[src/rtl/core/dual_mode_pid_with_integral_clamp_macros.svh]
// Assertion macros shared by the dual-mode PID RTL.
// Included by the modules that check their own pipeline and state logic.
`ifndef DUAL_MODE_PID_WITH_INTEGRAL_CLAMP_MACROS_SVH
`define DUAL_MODE_PID_WITH_INTEGRAL_CLAMP_MACROS_SVH

`ifndef SYNTHESIS
// same-cycle implication
`define DMPID_ASSERT_IMPLY(name, clk, rst, pre, post) \
   name: assert property (@(posedge clk) disable iff (rst) (pre) |-> (post)) \
      else $error("dmpid: check failed");
// next-cycle implication
`define DMPID_ASSERT_NEXT(name, clk, rst, pre, post) \
   name: assert property (@(posedge clk) disable iff (rst) (pre) |=> (post)) \
      else $error("dmpid: check failed");
`else
`define DMPID_ASSERT_IMPLY(name, clk, rst, pre, post)
`define DMPID_ASSERT_NEXT(name, clk, rst, pre, post)
`endif

`endif

[src/rtl/core/dmpid_pkg.sv]
// Types, widths and register codes for the dual-mode PID controller.
// Used by every module under rtl/core; depends on nothing.
`timescale 1ns / 1ps

package dmpid_pkg;

   localparam int VALUE_WIDTH        = 24;
   localparam int GAIN_FRACTION_BITS = 8;
   localparam int GAIN_WIDTH         = 16;
   localparam int DRIVE_LIMIT_WIDTH  = 13;
   localparam int TURN_LIMIT_WIDTH   = 9;
   localparam int DRIVE_INT_WIDTH    = 14;
   localparam int TURN_INT_WIDTH     = 10;
   localparam int ERR_WIDTH          = VALUE_WIDTH + 1;
   localparam int DIFF_WIDTH         = ERR_WIDTH + 1;
   localparam int ACC_WIDTH          = ERR_WIDTH + 1;
   localparam int P_WIDTH            = GAIN_WIDTH + ERR_WIDTH;
   localparam int I_WIDTH            = GAIN_WIDTH + DRIVE_INT_WIDTH;
   localparam int D_WIDTH            = GAIN_WIDTH + DIFF_WIDTH;
   localparam int SUM_WIDTH          = D_WIDTH + 2;
   localparam int SHIFT_WIDTH        = SUM_WIDTH - GAIN_FRACTION_BITS;
   localparam int POWER_WIDTH        = 8;
   localparam int POWER_LIMIT        = 100;

   localparam int CSR_ADDR_WIDTH = 5;
   localparam int CSR_DATA_WIDTH = 32;

   localparam logic [GAIN_WIDTH-1:0]        RESET_KP          = 16'd256;
   localparam logic [GAIN_WIDTH-1:0]        RESET_KI          = 16'd0;
   localparam logic [GAIN_WIDTH-1:0]        RESET_KD          = 16'd0;
   localparam logic [DRIVE_LIMIT_WIDTH-1:0] RESET_DRIVE_LIMIT = 13'd4300;
   localparam logic [TURN_LIMIT_WIDTH-1:0]  RESET_TURN_LIMIT  = 9'd360;

   typedef enum logic [2:0] {
      REG_DRIVE_KP    = 3'd0,
      REG_DRIVE_KI    = 3'd1,
      REG_DRIVE_KD    = 3'd2,
      REG_TURN_KP     = 3'd3,
      REG_TURN_KI     = 3'd4,
      REG_TURN_KD     = 3'd5,
      REG_DRIVE_LIMIT = 3'd6,
      REG_TURN_LIMIT  = 3'd7
   } reg_index_type;

   typedef enum logic {
      CMD_DRIVE = 1'b0,
      CMD_TURN  = 1'b1
   } cmd_type;

   typedef struct packed {
      logic                          cmd;
      logic signed [VALUE_WIDTH-1:0] target;
      logic signed [VALUE_WIDTH-1:0] measured_value;
   } req_type;

   typedef struct packed {
      logic signed [POWER_WIDTH-1:0] drive_power;
      logic                          output_saturated;
   } rsp_type;

   typedef struct packed {
      logic signed [GAIN_WIDTH-1:0] kp;
      logic signed [GAIN_WIDTH-1:0] ki;
      logic signed [GAIN_WIDTH-1:0] kd;
   } gains_type;

   typedef struct packed {
      gains_type                      drive;
      gains_type                      turn;
      logic [DRIVE_LIMIT_WIDTH-1:0]   drive_limit;
      logic [TURN_LIMIT_WIDTH-1:0]    turn_limit;
   } cfg_type;

   // error stage -> multiply stage
   typedef struct packed {
      gains_type                         gains;
      logic signed [ERR_WIDTH-1:0]       err;
      logic signed [DRIVE_INT_WIDTH-1:0] acc;
      logic signed [DIFF_WIDTH-1:0]      diff;
   } err_stage_type;

   // multiply stage -> output stage
   typedef struct packed {
      logic signed [P_WIDTH-1:0] p_term;
      logic signed [I_WIDTH-1:0] i_term;
      logic signed [D_WIDTH-1:0] d_term;
   } prod_stage_type;

endpackage

[src/rtl/core/dmpid_csr.sv]
// APB-style register file holding the gains and windup limits.
// Depends on dmpid_pkg.
`timescale 1ns / 1ps

module dmpid_csr (
   input  logic                                clock,
   input  logic                                reset,
   input  logic                                psel,
   input  logic                                penable,
   input  logic                                pwrite,
   input  logic [dmpid_pkg::CSR_ADDR_WIDTH-1:0] paddr,
   input  logic [dmpid_pkg::CSR_DATA_WIDTH-1:0] pwdata,
   output logic [dmpid_pkg::CSR_DATA_WIDTH-1:0] prdata,
   output logic                                pready,
   output dmpid_pkg::cfg_type                  cfg
);

   dmpid_pkg::cfg_type       cfg_ff, cfg_in;
   dmpid_pkg::reg_index_type reg_index;
   logic                     wr_en;

   assign reg_index = dmpid_pkg::reg_index_type'(paddr[4:2]);
   assign wr_en     = psel & penable & pwrite;
   assign pready    = 1'b1;
   assign cfg       = cfg_ff;

   always_comb begin
      cfg_in = cfg_ff;
      if (wr_en) begin
         case (reg_index)
            dmpid_pkg::REG_DRIVE_KP:    cfg_in.drive.kp = pwdata[dmpid_pkg::GAIN_WIDTH-1:0];
            dmpid_pkg::REG_DRIVE_KI:    cfg_in.drive.ki = pwdata[dmpid_pkg::GAIN_WIDTH-1:0];
            dmpid_pkg::REG_DRIVE_KD:    cfg_in.drive.kd = pwdata[dmpid_pkg::GAIN_WIDTH-1:0];
            dmpid_pkg::REG_TURN_KP:     cfg_in.turn.kp  = pwdata[dmpid_pkg::GAIN_WIDTH-1:0];
            dmpid_pkg::REG_TURN_KI:     cfg_in.turn.ki  = pwdata[dmpid_pkg::GAIN_WIDTH-1:0];
            dmpid_pkg::REG_TURN_KD:     cfg_in.turn.kd  = pwdata[dmpid_pkg::GAIN_WIDTH-1:0];
            dmpid_pkg::REG_DRIVE_LIMIT: begin
               cfg_in.drive_limit = pwdata[dmpid_pkg::DRIVE_LIMIT_WIDTH-1:0];
            end
            dmpid_pkg::REG_TURN_LIMIT: begin
               cfg_in.turn_limit = pwdata[dmpid_pkg::TURN_LIMIT_WIDTH-1:0];
            end
            default: cfg_in = cfg_ff;
         endcase
      end
   end

   always_ff @(posedge clock) begin
      if (reset) begin
         cfg_ff.drive.kp    <= dmpid_pkg::RESET_KP;
         cfg_ff.drive.ki    <= dmpid_pkg::RESET_KI;
         cfg_ff.drive.kd    <= dmpid_pkg::RESET_KD;
         cfg_ff.turn.kp     <= dmpid_pkg::RESET_KP;
         cfg_ff.turn.ki     <= dmpid_pkg::RESET_KI;
         cfg_ff.turn.kd     <= dmpid_pkg::RESET_KD;
         cfg_ff.drive_limit <= dmpid_pkg::RESET_DRIVE_LIMIT;
         cfg_ff.turn_limit  <= dmpid_pkg::RESET_TURN_LIMIT;
      end else begin
         cfg_ff <= cfg_in;
      end
   end

   always_comb begin
      case (reg_index)
         dmpid_pkg::REG_DRIVE_KP:    prdata = dmpid_pkg::CSR_DATA_WIDTH'(cfg_ff.drive.kp);
         dmpid_pkg::REG_DRIVE_KI:    prdata = dmpid_pkg::CSR_DATA_WIDTH'(cfg_ff.drive.ki);
         dmpid_pkg::REG_DRIVE_KD:    prdata = dmpid_pkg::CSR_DATA_WIDTH'(cfg_ff.drive.kd);
         dmpid_pkg::REG_TURN_KP:     prdata = dmpid_pkg::CSR_DATA_WIDTH'(cfg_ff.turn.kp);
         dmpid_pkg::REG_TURN_KI:     prdata = dmpid_pkg::CSR_DATA_WIDTH'(cfg_ff.turn.ki);
         dmpid_pkg::REG_TURN_KD:     prdata = dmpid_pkg::CSR_DATA_WIDTH'(cfg_ff.turn.kd);
         dmpid_pkg::REG_DRIVE_LIMIT: prdata = dmpid_pkg::CSR_DATA_WIDTH'(cfg_ff.drive_limit);
         dmpid_pkg::REG_TURN_LIMIT:  prdata = dmpid_pkg::CSR_DATA_WIDTH'(cfg_ff.turn_limit);
         default:                    prdata = '0;
      endcase
   end

endmodule

[src/rtl/core/dmpid_err.sv]
// Input register, error, clamped integral and per-mode loop state.
// Depends on dmpid_pkg and the assertion macro header.
`timescale 1ns / 1ps
`include "dual_mode_pid_with_integral_clamp_macros.svh"

module dmpid_err (
   input  logic                     clock,
   input  logic                     reset,
   input  logic                     req_valid,
   output logic                     req_stall,
   input  dmpid_pkg::req_type       req_data,
   input  dmpid_pkg::cfg_type       cfg,
   input  logic                     next_ready,
   output logic                     stage_valid,
   output dmpid_pkg::err_stage_type stage_data
);

   logic                     in_valid_ff, in_valid_in;
   dmpid_pkg::req_type       in_data_ff;
   logic                     out_valid_ff, out_valid_in;
   dmpid_pkg::err_stage_type out_data_ff;

   logic signed [dmpid_pkg::DRIVE_INT_WIDTH-1:0] drive_integral_ff;
   logic signed [dmpid_pkg::TURN_INT_WIDTH-1:0]  turn_integral_ff;
   logic signed [dmpid_pkg::ERR_WIDTH-1:0]       drive_last_ff;
   logic signed [dmpid_pkg::ERR_WIDTH-1:0]       turn_last_ff;

   logic                                         out_en, in_en, advance, is_turn;
   logic signed [dmpid_pkg::ERR_WIDTH-1:0]       err;
   logic signed [dmpid_pkg::DRIVE_INT_WIDTH-1:0] integ_sel;
   logic signed [dmpid_pkg::ERR_WIDTH-1:0]       last_sel;
   logic signed [dmpid_pkg::ACC_WIDTH-1:0]       lim_sel, acc_raw;
   logic signed [dmpid_pkg::DRIVE_INT_WIDTH-1:0] acc;
   logic signed [dmpid_pkg::DIFF_WIDTH-1:0]      diff;
   dmpid_pkg::err_stage_type                     stage_in;

   assign out_en    = !out_valid_ff || next_ready;
   assign in_en     = !in_valid_ff || out_en;
   assign advance   = in_valid_ff && out_en;
   assign req_stall = !in_en;

   assign in_valid_in  = in_en ? req_valid : in_valid_ff;
   assign out_valid_in = out_en ? in_valid_ff : out_valid_ff;

   assign is_turn = (in_data_ff.cmd == dmpid_pkg::CMD_TURN);

   always_comb begin
      err = dmpid_pkg::ERR_WIDTH'(in_data_ff.target)
          - dmpid_pkg::ERR_WIDTH'(in_data_ff.measured_value);
      if (is_turn) begin
         integ_sel = dmpid_pkg::DRIVE_INT_WIDTH'(turn_integral_ff);
         last_sel  = turn_last_ff;
         lim_sel   = dmpid_pkg::ACC_WIDTH'($signed({1'b0, cfg.turn_limit}));
      end else begin
         integ_sel = drive_integral_ff;
         last_sel  = drive_last_ff;
         lim_sel   = dmpid_pkg::ACC_WIDTH'($signed({1'b0, cfg.drive_limit}));
      end
      acc_raw = dmpid_pkg::ACC_WIDTH'(integ_sel) + dmpid_pkg::ACC_WIDTH'(err);
      // clamp to +-limit; a zero limit pins the integral at zero
      if (acc_raw >= lim_sel) begin
         acc = dmpid_pkg::DRIVE_INT_WIDTH'(lim_sel);
      end else if (acc_raw <= -lim_sel) begin
         acc = dmpid_pkg::DRIVE_INT_WIDTH'(-lim_sel);
      end else begin
         acc = dmpid_pkg::DRIVE_INT_WIDTH'(acc_raw);
      end
      diff = dmpid_pkg::DIFF_WIDTH'(err) - dmpid_pkg::DIFF_WIDTH'(last_sel);
      stage_in.gains = is_turn ? cfg.turn : cfg.drive;
      stage_in.err   = err;
      stage_in.acc   = acc;
      stage_in.diff  = diff;
   end

   always_ff @(posedge clock) begin
      if (reset) begin
         in_valid_ff       <= 1'b0;
         out_valid_ff      <= 1'b0;
         drive_integral_ff <= '0;
         turn_integral_ff  <= '0;
         drive_last_ff     <= '0;
         turn_last_ff      <= '0;
      end else begin
         in_valid_ff  <= in_valid_in;
         out_valid_ff <= out_valid_in;
         if (advance) begin
            if (is_turn) begin
               turn_integral_ff <= dmpid_pkg::TURN_INT_WIDTH'(acc);
               turn_last_ff     <= err;
            end else begin
               drive_integral_ff <= acc;
               drive_last_ff     <= err;
            end
         end
      end
   end

   always_ff @(posedge clock) begin
      if (in_en && req_valid) begin
         in_data_ff <= req_data;
      end
      if (advance) begin
         out_data_ff <= stage_in;
      end
   end

   assign stage_valid = out_valid_ff;
   assign stage_data  = out_data_ff;

   `DMPID_ASSERT_NEXT(a_turn_keeps_drive, clock, reset, advance && is_turn, $stable(drive_integral_ff) && $stable(drive_last_ff))
   `DMPID_ASSERT_NEXT(a_drive_keeps_turn, clock, reset, advance && !is_turn, $stable(turn_integral_ff) && $stable(turn_last_ff))
   `DMPID_ASSERT_NEXT(a_hold_without_advance, clock, reset, !advance, $stable(drive_integral_ff) && $stable(turn_integral_ff))

endmodule

[src/rtl/core/dmpid_mult.sv]
// Multiply stage: the three gain products, registered.
// Depends on dmpid_pkg.
`timescale 1ns / 1ps

module dmpid_mult (
   input  logic                      clock,
   input  logic                      reset,
   input  logic                      stage_valid,
   input  dmpid_pkg::err_stage_type  stage_data,
   output logic                      stage_ready,
   input  logic                      next_ready,
   output logic                      prod_valid,
   output dmpid_pkg::prod_stage_type prod_data
);

   logic                      valid_ff, valid_in, en;
   dmpid_pkg::prod_stage_type prod_ff, prod_in;

   assign en          = !valid_ff || next_ready;
   assign stage_ready = en;
   assign valid_in    = en ? stage_valid : valid_ff;

   always_comb begin
      prod_in.p_term = dmpid_pkg::P_WIDTH'(stage_data.gains.kp)
                     * dmpid_pkg::P_WIDTH'(stage_data.err);
      prod_in.i_term = dmpid_pkg::I_WIDTH'(stage_data.gains.ki)
                     * dmpid_pkg::I_WIDTH'(stage_data.acc);
      prod_in.d_term = dmpid_pkg::D_WIDTH'(stage_data.gains.kd)
                     * dmpid_pkg::D_WIDTH'(stage_data.diff);
   end

   always_ff @(posedge clock) begin
      if (reset) begin
         valid_ff <= 1'b0;
      end else begin
         valid_ff <= valid_in;
      end
   end

   always_ff @(posedge clock) begin
      if (en && stage_valid) begin
         prod_ff <= prod_in;
      end
   end

   assign prod_valid = valid_ff;
   assign prod_data  = prod_ff;

endmodule

[src/rtl/core/dmpid_out.sv]
// Output stage: sum of terms, floor shift, saturation and result register.
// Depends on dmpid_pkg and the assertion macro header.
`timescale 1ns / 1ps
`include "dual_mode_pid_with_integral_clamp_macros.svh"

module dmpid_out (
   input  logic                      clock,
   input  logic                      reset,
   input  logic                      prod_valid,
   input  dmpid_pkg::prod_stage_type prod_data,
   output logic                      prod_ready,
   output logic                      rsp_valid,
   input  logic                      rsp_stall,
   output dmpid_pkg::rsp_type        rsp_data
);

   logic                                     rsp_valid_ff, rsp_valid_in, en;
   dmpid_pkg::rsp_type                       rsp_ff, rsp_in;
   logic signed [dmpid_pkg::SUM_WIDTH-1:0]   sum;
   logic signed [dmpid_pkg::SHIFT_WIDTH-1:0] scaled;

   assign en           = !rsp_valid_ff || !rsp_stall;
   assign prod_ready   = en;
   assign rsp_valid_in = en ? prod_valid : rsp_valid_ff;

   always_comb begin
      sum = dmpid_pkg::SUM_WIDTH'(prod_data.p_term)
          + dmpid_pkg::SUM_WIDTH'(prod_data.i_term)
          + dmpid_pkg::SUM_WIDTH'(prod_data.d_term);
      // arithmetic shift rounds toward minus infinity
      scaled = dmpid_pkg::SHIFT_WIDTH'(sum >>> dmpid_pkg::GAIN_FRACTION_BITS);
      if (scaled > dmpid_pkg::SHIFT_WIDTH'(dmpid_pkg::POWER_LIMIT)) begin
         rsp_in.drive_power      = dmpid_pkg::POWER_WIDTH'(dmpid_pkg::POWER_LIMIT);
         rsp_in.output_saturated = 1'b1;
      end else if (scaled < -dmpid_pkg::SHIFT_WIDTH'(dmpid_pkg::POWER_LIMIT)) begin
         rsp_in.drive_power      = dmpid_pkg::POWER_WIDTH'(-dmpid_pkg::POWER_LIMIT);
         rsp_in.output_saturated = 1'b1;
      end else begin
         rsp_in.drive_power      = dmpid_pkg::POWER_WIDTH'(scaled);
         rsp_in.output_saturated = 1'b0;
      end
   end

   always_ff @(posedge clock) begin
      if (reset) begin
         rsp_valid_ff <= 1'b0;
      end else begin
         rsp_valid_ff <= rsp_valid_in;
      end
   end

   always_ff @(posedge clock) begin
      if (en && prod_valid) begin
         rsp_ff <= rsp_in;
      end
   end

   assign rsp_valid = rsp_valid_ff;
   assign rsp_data  = rsp_ff;

   `DMPID_ASSERT_IMPLY(a_power_in_range, clock, reset, rsp_valid_ff, (rsp_ff.drive_power <= 8'sd100) && (rsp_ff.drive_power >= -8'sd100))
   `DMPID_ASSERT_IMPLY(a_sat_at_limit, clock, reset, rsp_valid_ff && rsp_ff.output_saturated, (rsp_ff.drive_power == 8'sd100) || (rsp_ff.drive_power == -8'sd100))
   `DMPID_ASSERT_NEXT(a_free_slot_fills, clock, reset, prod_valid && !rsp_valid_ff, rsp_valid_ff)

endmodule

[src/rtl/core/dual_mode_pid_with_integral_clamp.sv]
// Dual-mode PID controller with clamped integral, top level.
// From an accepted req transaction to rsp_valid, data is registered in the input
// register, error/integral stage, multiply stage and result register, in that order.
// Throughput: one transaction per cycle while rsp_stall is low.
// Synchronous active-high reset empties the pipeline, zeroes loop state and
// restores the gain and windup-limit registers to their defaults.
`timescale 1ns / 1ps

module dual_mode_pid_with_integral_clamp (
   input  logic                                clock,
   input  logic                                reset,
   input  logic                                req_valid,
   output logic                                req_stall,
   input  dmpid_pkg::req_type                  req_data,
   output logic                                rsp_valid,
   input  logic                                rsp_stall,
   output dmpid_pkg::rsp_type                  rsp_data,
   input  logic                                psel,
   input  logic                                penable,
   input  logic                                pwrite,
   input  logic [dmpid_pkg::CSR_ADDR_WIDTH-1:0] paddr,
   input  logic [dmpid_pkg::CSR_DATA_WIDTH-1:0] pwdata,
   output logic [dmpid_pkg::CSR_DATA_WIDTH-1:0] prdata,
   output logic                                pready
);

   dmpid_pkg::cfg_type        cfg;
   logic                      err_valid, mult_ready, prod_valid, out_ready;
   dmpid_pkg::err_stage_type  err_data;
   dmpid_pkg::prod_stage_type prod_data;

   dmpid_csr u_csr (
      .clock   (clock),
      .reset   (reset),
      .psel    (psel),
      .penable (penable),
      .pwrite  (pwrite),
      .paddr   (paddr),
      .pwdata  (pwdata),
      .prdata  (prdata),
      .pready  (pready),
      .cfg     (cfg)
   );

   dmpid_err u_err (
      .clock       (clock),
      .reset       (reset),
      .req_valid   (req_valid),
      .req_stall   (req_stall),
      .req_data    (req_data),
      .cfg         (cfg),
      .next_ready  (mult_ready),
      .stage_valid (err_valid),
      .stage_data  (err_data)
   );

   dmpid_mult u_mult (
      .clock       (clock),
      .reset       (reset),
      .stage_valid (err_valid),
      .stage_data  (err_data),
      .stage_ready (mult_ready),
      .next_ready  (out_ready),
      .prod_valid  (prod_valid),
      .prod_data   (prod_data)
   );

   dmpid_out u_out (
      .clock      (clock),
      .reset      (reset),
      .prod_valid (prod_valid),
      .prod_data  (prod_data),
      .prod_ready (out_ready),
      .rsp_valid  (rsp_valid),
      .rsp_stall  (rsp_stall),
      .rsp_data   (rsp_data)
   );

endmodule

[config.mk]
export PLATFORM = sky130hd
export DESIGN_NAME = dual_mode_pid_with_integral_clamp
export DESIGN_NICKNAME = d
export VERILOG_FILES = /design/src/rtl/core/dmpid_pkg.sv /design/src/rtl/core/dmpid_csr.sv /design/src/rtl/core/dmpid_err.sv /design/src/rtl/core/dmpid_mult.sv /design/src/rtl/core/dmpid_out.sv /design/src/rtl/core/dual_mode_pid_with_integral_clamp.sv
export VERILOG_INCLUDE_DIRS = /design/src /design/src/rtl/core
export SDC_FILE = /design/constraint.sdc
export NUM_CORES = 2
export LEC_CHECK = 0
export ABC_CLOCK_PERIOD_IN_PS = 9900
export BUFFER_PORTS_ARGS = -buffer_cell sky130_fd_sc_hd__buf_4
export CELL_PAD_IN_SITES_DETAIL_PLACEMENT = 2
export CELL_PAD_IN_SITES_GLOBAL_PLACEMENT = 2
export CORE_ASPECT_RATIO = 0.9
export CORE_UTILIZATION = 40
export DETAILED_ROUTE_END_ITERATION = 8
export GPL_ROUTABILITY_DRIVEN = 1
export HOLD_SLACK_MARGIN = 0.15
export PLACE_DENSITY = 0.83
export SYNTH_ARGS = -nofsm -noshare
export SYNTH_HDL_FRONTEND = slang
export SYNTH_SLANG_ARGS = --single-unit
export TNS_END_PERCENT = 20
[constraint.sdc]
create_clock -name clock -period 9.9 [get_ports clock]
set_clock_uncertainty 0.2 [all_clocks]
set_input_delay 1.485 -clock clock [delete_from_list [all_inputs] [get_ports clock]]
set_output_delay 1.485 -clock clock [all_outputs]
set_load 0.01 [all_outputs]
Yosys cells after proc, flatten, opt, wreduce, memory -nomap -nowiden
Index checks and enable logic that the tools add are counted.
{"block": "op_classes", "n_lt_le_gt_ge": 4, "n_addsub": 6, "n_mul": 3, "reduce_logical": 26, "bitwise": 3, "div_mod_pow": 0, "mux": 8, "n_eq_ne": 7, "shifts": 0}
{"cell": "$pmux 32 s8", "n": 1}
{"cell": "$mux 48", "n": 1}
{"cell": "$add 42x42->43", "n": 1}
{"cell": "$add 41x30->42", "n": 1}
{"cell": "$mul 16x26->42", "n": 1}
{"cell": "$mux 14", "n": 3}
{"cell": "$mul 16x25->41", "n": 1}
{"cell": "$gt 36x8->1 const B", "n": 1}
{"cell": "$lt 36x8->1 const B", "n": 1}
{"cell": "$mul 16x14->30", "n": 1}
{"cell": "$add 14x25->26", "n": 1}
{"cell": "$ge 26x14->1", "n": 1}
{"cell": "$le 26x26->1", "n": 1}
{"cell": "$neg 13->26", "n": 1}
{"cell": "$sub 25x25->26", "n": 1}
{"cell": "$mux 25", "n": 1}
{"cell": "$sub 24x24->25", "n": 1}
{"cell": "$reduce_and 2->1", "n": 10}
{"cell": "$mux 13", "n": 1}
{"cell": "$eq 3x3->1 const B", "n": 4}
{"cell": "$mux 9", "n": 1}
{"cell": "$eq 3x2->1 const B", "n": 2}
{"cell": "$logic_not 1->1", "n": 6}
{"cell": "$logic_and 1x1->1", "n": 4}
{"cell": "6 further kinds", "n": 10}
{"block": "word_totals", "ramBits": 0, "out_inout_bits": 44, "latchBits": 0, "n_memories": 0, "input_bits": 93, "reg_bits": 480, "romBits": 0}

Longest topological paths before layout
{"block": "logic_depth", "word_depth": 6, "ltp_mapped": 34, "mapped_depth_nobuf": 32}

By module
A second synthesis with hierarchy kept.
{"block": "unflattened", "hier_cells": 7001, "hier_area_um2": 65281.4}
{"mod": "dmpid_mult", "area_each_um2": 40666.5, "instances": 1, "cells_per_inst": 4312}
{"mod": "dmpid_err", "area_each_um2": 14347.5, "instances": 1, "cells_per_inst": 1373}
{"mod": "dmpid_csr", "area_each_um2": 5482.8, "instances": 1, "cells_per_inst": 703}
{"mod": "dmpid_out", "area_each_um2": 4784.6, "instances": 1, "cells_per_inst": 613}

Worst setup path after synthesis
OpenSTA, ideal clock, no wires.
{"block": "synth_timing", "path_type": "flip-flop to flip-flop", "start": "reg u_err.in_data_ff (netlist bit u_err.is_turn)", "end": "reg u_err.out_data_ff (netlist bit u_err.stage_data[28]), data pin", "n_path_buf": 7, "t_required_ns": 9.422, "t_arrival_ns": 7.629, "setup_ns": 0.278, "slack_ns": 1.793, "path_stages_with_launch": 35, "path_cell_list": "edfxtp_1 buf_2 buf_1 buf_1 clkbuf_1 clkbuf_1 clkbuf_1 mux2_2 ha_1 fa_1 a21oi_1 o211ai_1 a211oi_1 o21bai_1 maj3_1 a21o_1 nand4_1 a21oi_1 o41ai_1 a21oi_1 nor3_1 inv_1 ha_1 nand3_1 nor2_1 nand3_1 nor3_1 nand2_1 inv_1 a22oi_1 o211ai_1 buf_4 mux2_2 a21oi_1 a31oi_1"}
{"block": "synth_between", "elab_chain_cells": 5, "word_cells_on_any_way": 8, "classes_between": "2 x add/sub; 2 x order compare; 4 x mux"}
{"item": "start: declaration", "line_no": "dmpid_err.sv:19", "source": "dmpid_pkg::req_type in_data_ff;"}
{"item": "start signal: assignment", "line_no": "dmpid_err.sv:100", "source": "in_data_ff <= req_data;"}
{"item": "$mux 14 or $mux 13 (tied branches)", "line_no": "dmpid_err.sv:50", "source": "if (is_turn) begin"}
{"item": "$add 14x25->26 or $neg 13->26 (tied branches)", "line_no": "dmpid_err.sv:59, dmpid_err.sv:63"}
{"item": "$le 26x26->1", "line_no": "dmpid_err.sv:63", "source": "end else if (acc_raw <= -lim_sel) begin"}
{"item": "$mux 14", "line_no": "dmpid_err.sv:63"}
{"item": "$mux 14 (*)", "line_no": "dmpid_err.sv:61", "source": "if (acc_raw >= lim_sel) begin"}
{"item": "named net u_err.acc, one bit", "line_no": "dmpid_err.sv:33", "source": "logic signed [dmpid_pkg::DRIVE_INT_WIDTH-1:0] acc;"}
{"item": "end signal: assignment", "line_no": "dmpid_err.sv:103", "source": "out_data_ff <= stage_in;"}
{"item": "end: declaration", "line_no": "dmpid_err.sv:21", "source": "dmpid_pkg::err_stage_type out_data_ff;"}
The timed path passes the listed nets; every way through them passes the cells marked *.
A chain may end at the register's enable or synchronous reset.

==> impl_metrics.env <==
export IMPL_finalWorstSetupSlack_ns=0.772
export IMPL_grt_ovfl_total=0
export IMPL_coreArea_um2=157000
export IMPL_maxCapViolCount=0
export IMPL_drc=0
export IMPL_final_max_slew_viol_count=0
export IMPL_die_area_um2=160000
export IMPL_first_iter_violations=2931
export IMPL_worst_slew_pin_transition_ns=1.31
export IMPL_outcome="finished, final reports clean"
export IMPL_slew_headroom_pct=12.5
export IMPL_avgSynthCellArea_um2=9.32
export IMPL_dp_hpwl_mm=189
export IMPL_syn_inst=6786
export IMPL_grt_pass1_vias=58600
export IMPL_track_usage_pct=30.3
export IMPL_netlist_area_um2=63300
export IMPL_ant_nets=0
export IMPL_pre_cts_ws_ns=0.424
export IMPL_setup_violations=0
export IMPL_ys_warn_count=0
export IMPL_rsz0062_at_grt="false"
export IMPL_cts_resized_gates=0
export IMPL_synthFlopType="edfxtp_1"
export IMPL_fin_area_um2=68100
export IMPL_async_reset_ff_share_pct=0
export IMPL_clk_pin_slew_worst_paths_ns=0.07
export IMPL_clock_sinks=480
export IMPL_routedWlPerCell_um=27.0
export IMPL_cp_end_kind="flip-flop"
export IMPL_period_minus_slack_ns=9.13
export IMPL_worstPathRequired_ns=10.12
export IMPL_grt_pass1_wl_mm=365
export IMPL_critPathLaunchType="flip-flop"
export IMPL_synth_seq_area_share_pct=19.7
export IMPL_pin_count=137
export IMPL_synth_net_count=8336
export IMPL_ys_ff_latch=480
export IMPL_num_rows=138
export IMPL_die_w_um=421
export IMPL_syn_to_final_growth_pct=7.71
export IMPL_dr_pass1_iters=5
export IMPL_holdCritPathClass="flip-flop to flip-flop"
export IMPL_post_route_period_util_pct=92.2
export IMPL_drt_wl_total_mm=240
export IMPL_port_buffers=117
export IMPL_cts_setup_buffers=0
export IMPL_start_util_pct=40.3
export IMPL_drive_above_1_share_pct=6.09
export IMPL_via_per_inst=5.57
export IMPL_hold_buffers=0
export IMPL_hold_ws_ns=0.260
export IMPL_root_buffer="clkbuf_16"
export IMPL_final_hold_viol_count=0
export IMPL_h_tree_depth=2
export IMPL_die_h_um=379
export IMPL_crit_type="flip-flop to flip-flop"
export IMPL_nets=8294
export IMPL_place_area_um2=66100
export IMPL_setup_tns_final_ns=0
export IMPL_arrival_ns=9.34
export IMPL_antenna_found_initial=21
export IMPL_vias=49600
export IMPL_cts_buffers_inserted=59
export IMPL_synth_edff_count=284
export IMPL_critPathMaxFanout=16
export IMPL_grt_max_degree=106
export IMPL_gp_congestion=0.869
export IMPL_cts_path_max_buffers=3
export IMPL_cts_tree="built"
export IMPL_clock_fmax_mhz=110
export IMPL_ys_types=103
export IMPL_clk_latency_ns=0.71
path summary, 6_finish.rpt:
path,start,end,slack (ns),depth (start not counted)
worst min-delay path,u_err.turn_last_ff[18],u_err.turn_last_ff[18],0.26,2
worst min register to register,u_err.turn_last_ff[18],u_err.turn_last_ff[18],0.26,2
worst max-delay path,u_err.stage_data[8],u_mult.prod_data[40],0.77,26
worst max register to register,u_err.stage_data[8],u_mult.prod_data[40],0.77,26
cells in the final DEF, fill, tap and decap left out, types with 22 or more instances in the layout:
cell          n
buf_4       188
o21a_1       43
xnor2_1     177
inv_1      1289
o21ai_0      90
nand2_1    1045
mux2i_1      61
nand4_1      22
ha_1        404
a211oi_1     51
edfxtp_1    284
dfxtp_1     196
nand3_1      52
a21oi_1     327
clkbuf_16    61
nor2_1      257
a21o_1       72
fa_1       1053
nor2b_1      32
xor2_1       43
mux2_2       77
nor3_1       61
and2_1      385
nand2b_1     61
o21bai_1     27
logic make-up (layout without fill, tap and decap cells):
kind of cell,Yosys count,count (layout),share of synthesized area (%)
compound gates,840,840,8.70
xor+xnor,220,220,3.05
fa+ha+maj,1462,1462,41.4
buf+inv,1587,1596,9.60
flops,480,480,19.7
mux,141,141,2.44
other cells,1,5,0.00593
simple gates,2055,2055,15.1
flip-flops by register name, indices dropped and copies added (netlist names):
name / cells
u_out.rsp_data: 9
u_err.stage_data: 113
u_err.drive_last_ff: 25
u_err.drive_integral_ff: 14
u_csr.cfg: 118
u_mult.prod_valid: 1
u_err.stage_valid: 1
u_out.rsp_valid: 1
u_err.is_turn: 1
u_err.turn_last_ff: 25
u_mult.prod_data: 113
u_err.in_data_ff: 48
u_err.in_valid_ff: 1
u_err.turn_integral_ff: 10
area by class of cell:
type / instances / area (um2)
fill: 17000 / 89000
inverter: 1294 / 4860
sequential: 480 / 12500
tap: 2100 / 2630
clock inverter: 39 / 395
antenna: 4 / 10.0
clock buffer: 73 / 1580
multi-input combinational: 4719 / 44800
timing repair buffer: 190 / 1440
metal layers:
| metal | vias to the layer above | global-route usage [%] | part of all wire (%) |
|---|---|---|---|
| li1 | 21200 | - | - |
| met1 | 26400 | 37.6 | 41 |
| met2 | 1474 | 52.8 | 49 |
| met3 | 529 | 3.78 | 5.1 |
| met4 | 12 | 13.2 | 4.7 |
| met5 | - | 0 | 0.041 |
critical path, stage by stage, from the launching register on:
cell and delay (ns):
edfxtp_1 0.93, nand2_1 0.18, fa_1 0.55, inv_1 0.08, fa_1 0.53, fa_1 0.61, inv_1 0.07, fa_1 0.48
fa_1 0.45, inv_1 0.10, fa_1 0.42, ha_1 0.35, and2_1 0.20, a2111oi_0 0.38, nand2_1 0.14, a2111oi_0 0.64
nor2_1 0.27, a221oi_1 0.33, buf_4 0.20, o21ai_0 0.20, o211ai_1 0.40, a311oi_1 0.22, o21a_1 0.23, o21ai_0 0.27
nand2b_1 0.11, a21oi_1 0.21, xnor2_1 0.09
metrics by stage:
step                util (%)  instances
floorplan                  -       6786
global placement        42.1       8782
detailed placement      42.1       8782
CTS                     43.3       8894
global route            43.4       8895
finish                  43.4       8899
Yosys cell counts, types with 21 or more instances:
master | n | area, um2
a21o_1 | 72 | 541
nand2_1 | 1045 | 3920
edfxtp_1 | 284 | 8530
nor2b_1 | 33 | 206
and2_1 | 385 | 2410
o21ai_0 | 91 | 455
nor2_1 | 261 | 980
fa_1 | 1053 | 21100
xnor2_1 | 177 | 1550
nand3_1 | 52 | 260
mux2i_1 | 61 | 611
and3_1 | 21 | 131
o21bai_1 | 27 | 203
xor2_1 | 43 | 377
clkbuf_1 | 246 | 923
nand2b_1 | 61 | 382
a21oi_1 | 327 | 1640
o31ai_1 | 21 | 158
a31oi_1 | 21 | 131
inv_1 | 1290 | 4840
dfxtp_1 | 196 | 3920
nand4_1 | 22 | 138
ha_1 | 404 | 5050
o21a_1 | 43 | 323
mux2_2 | 77 | 867
nor3_1 | 62 | 310
a211oi_1 | 51 | 383
Power is not shown: default switching activity piles up to over one toggle a cycle in this logic, so the estimate is an artifact.
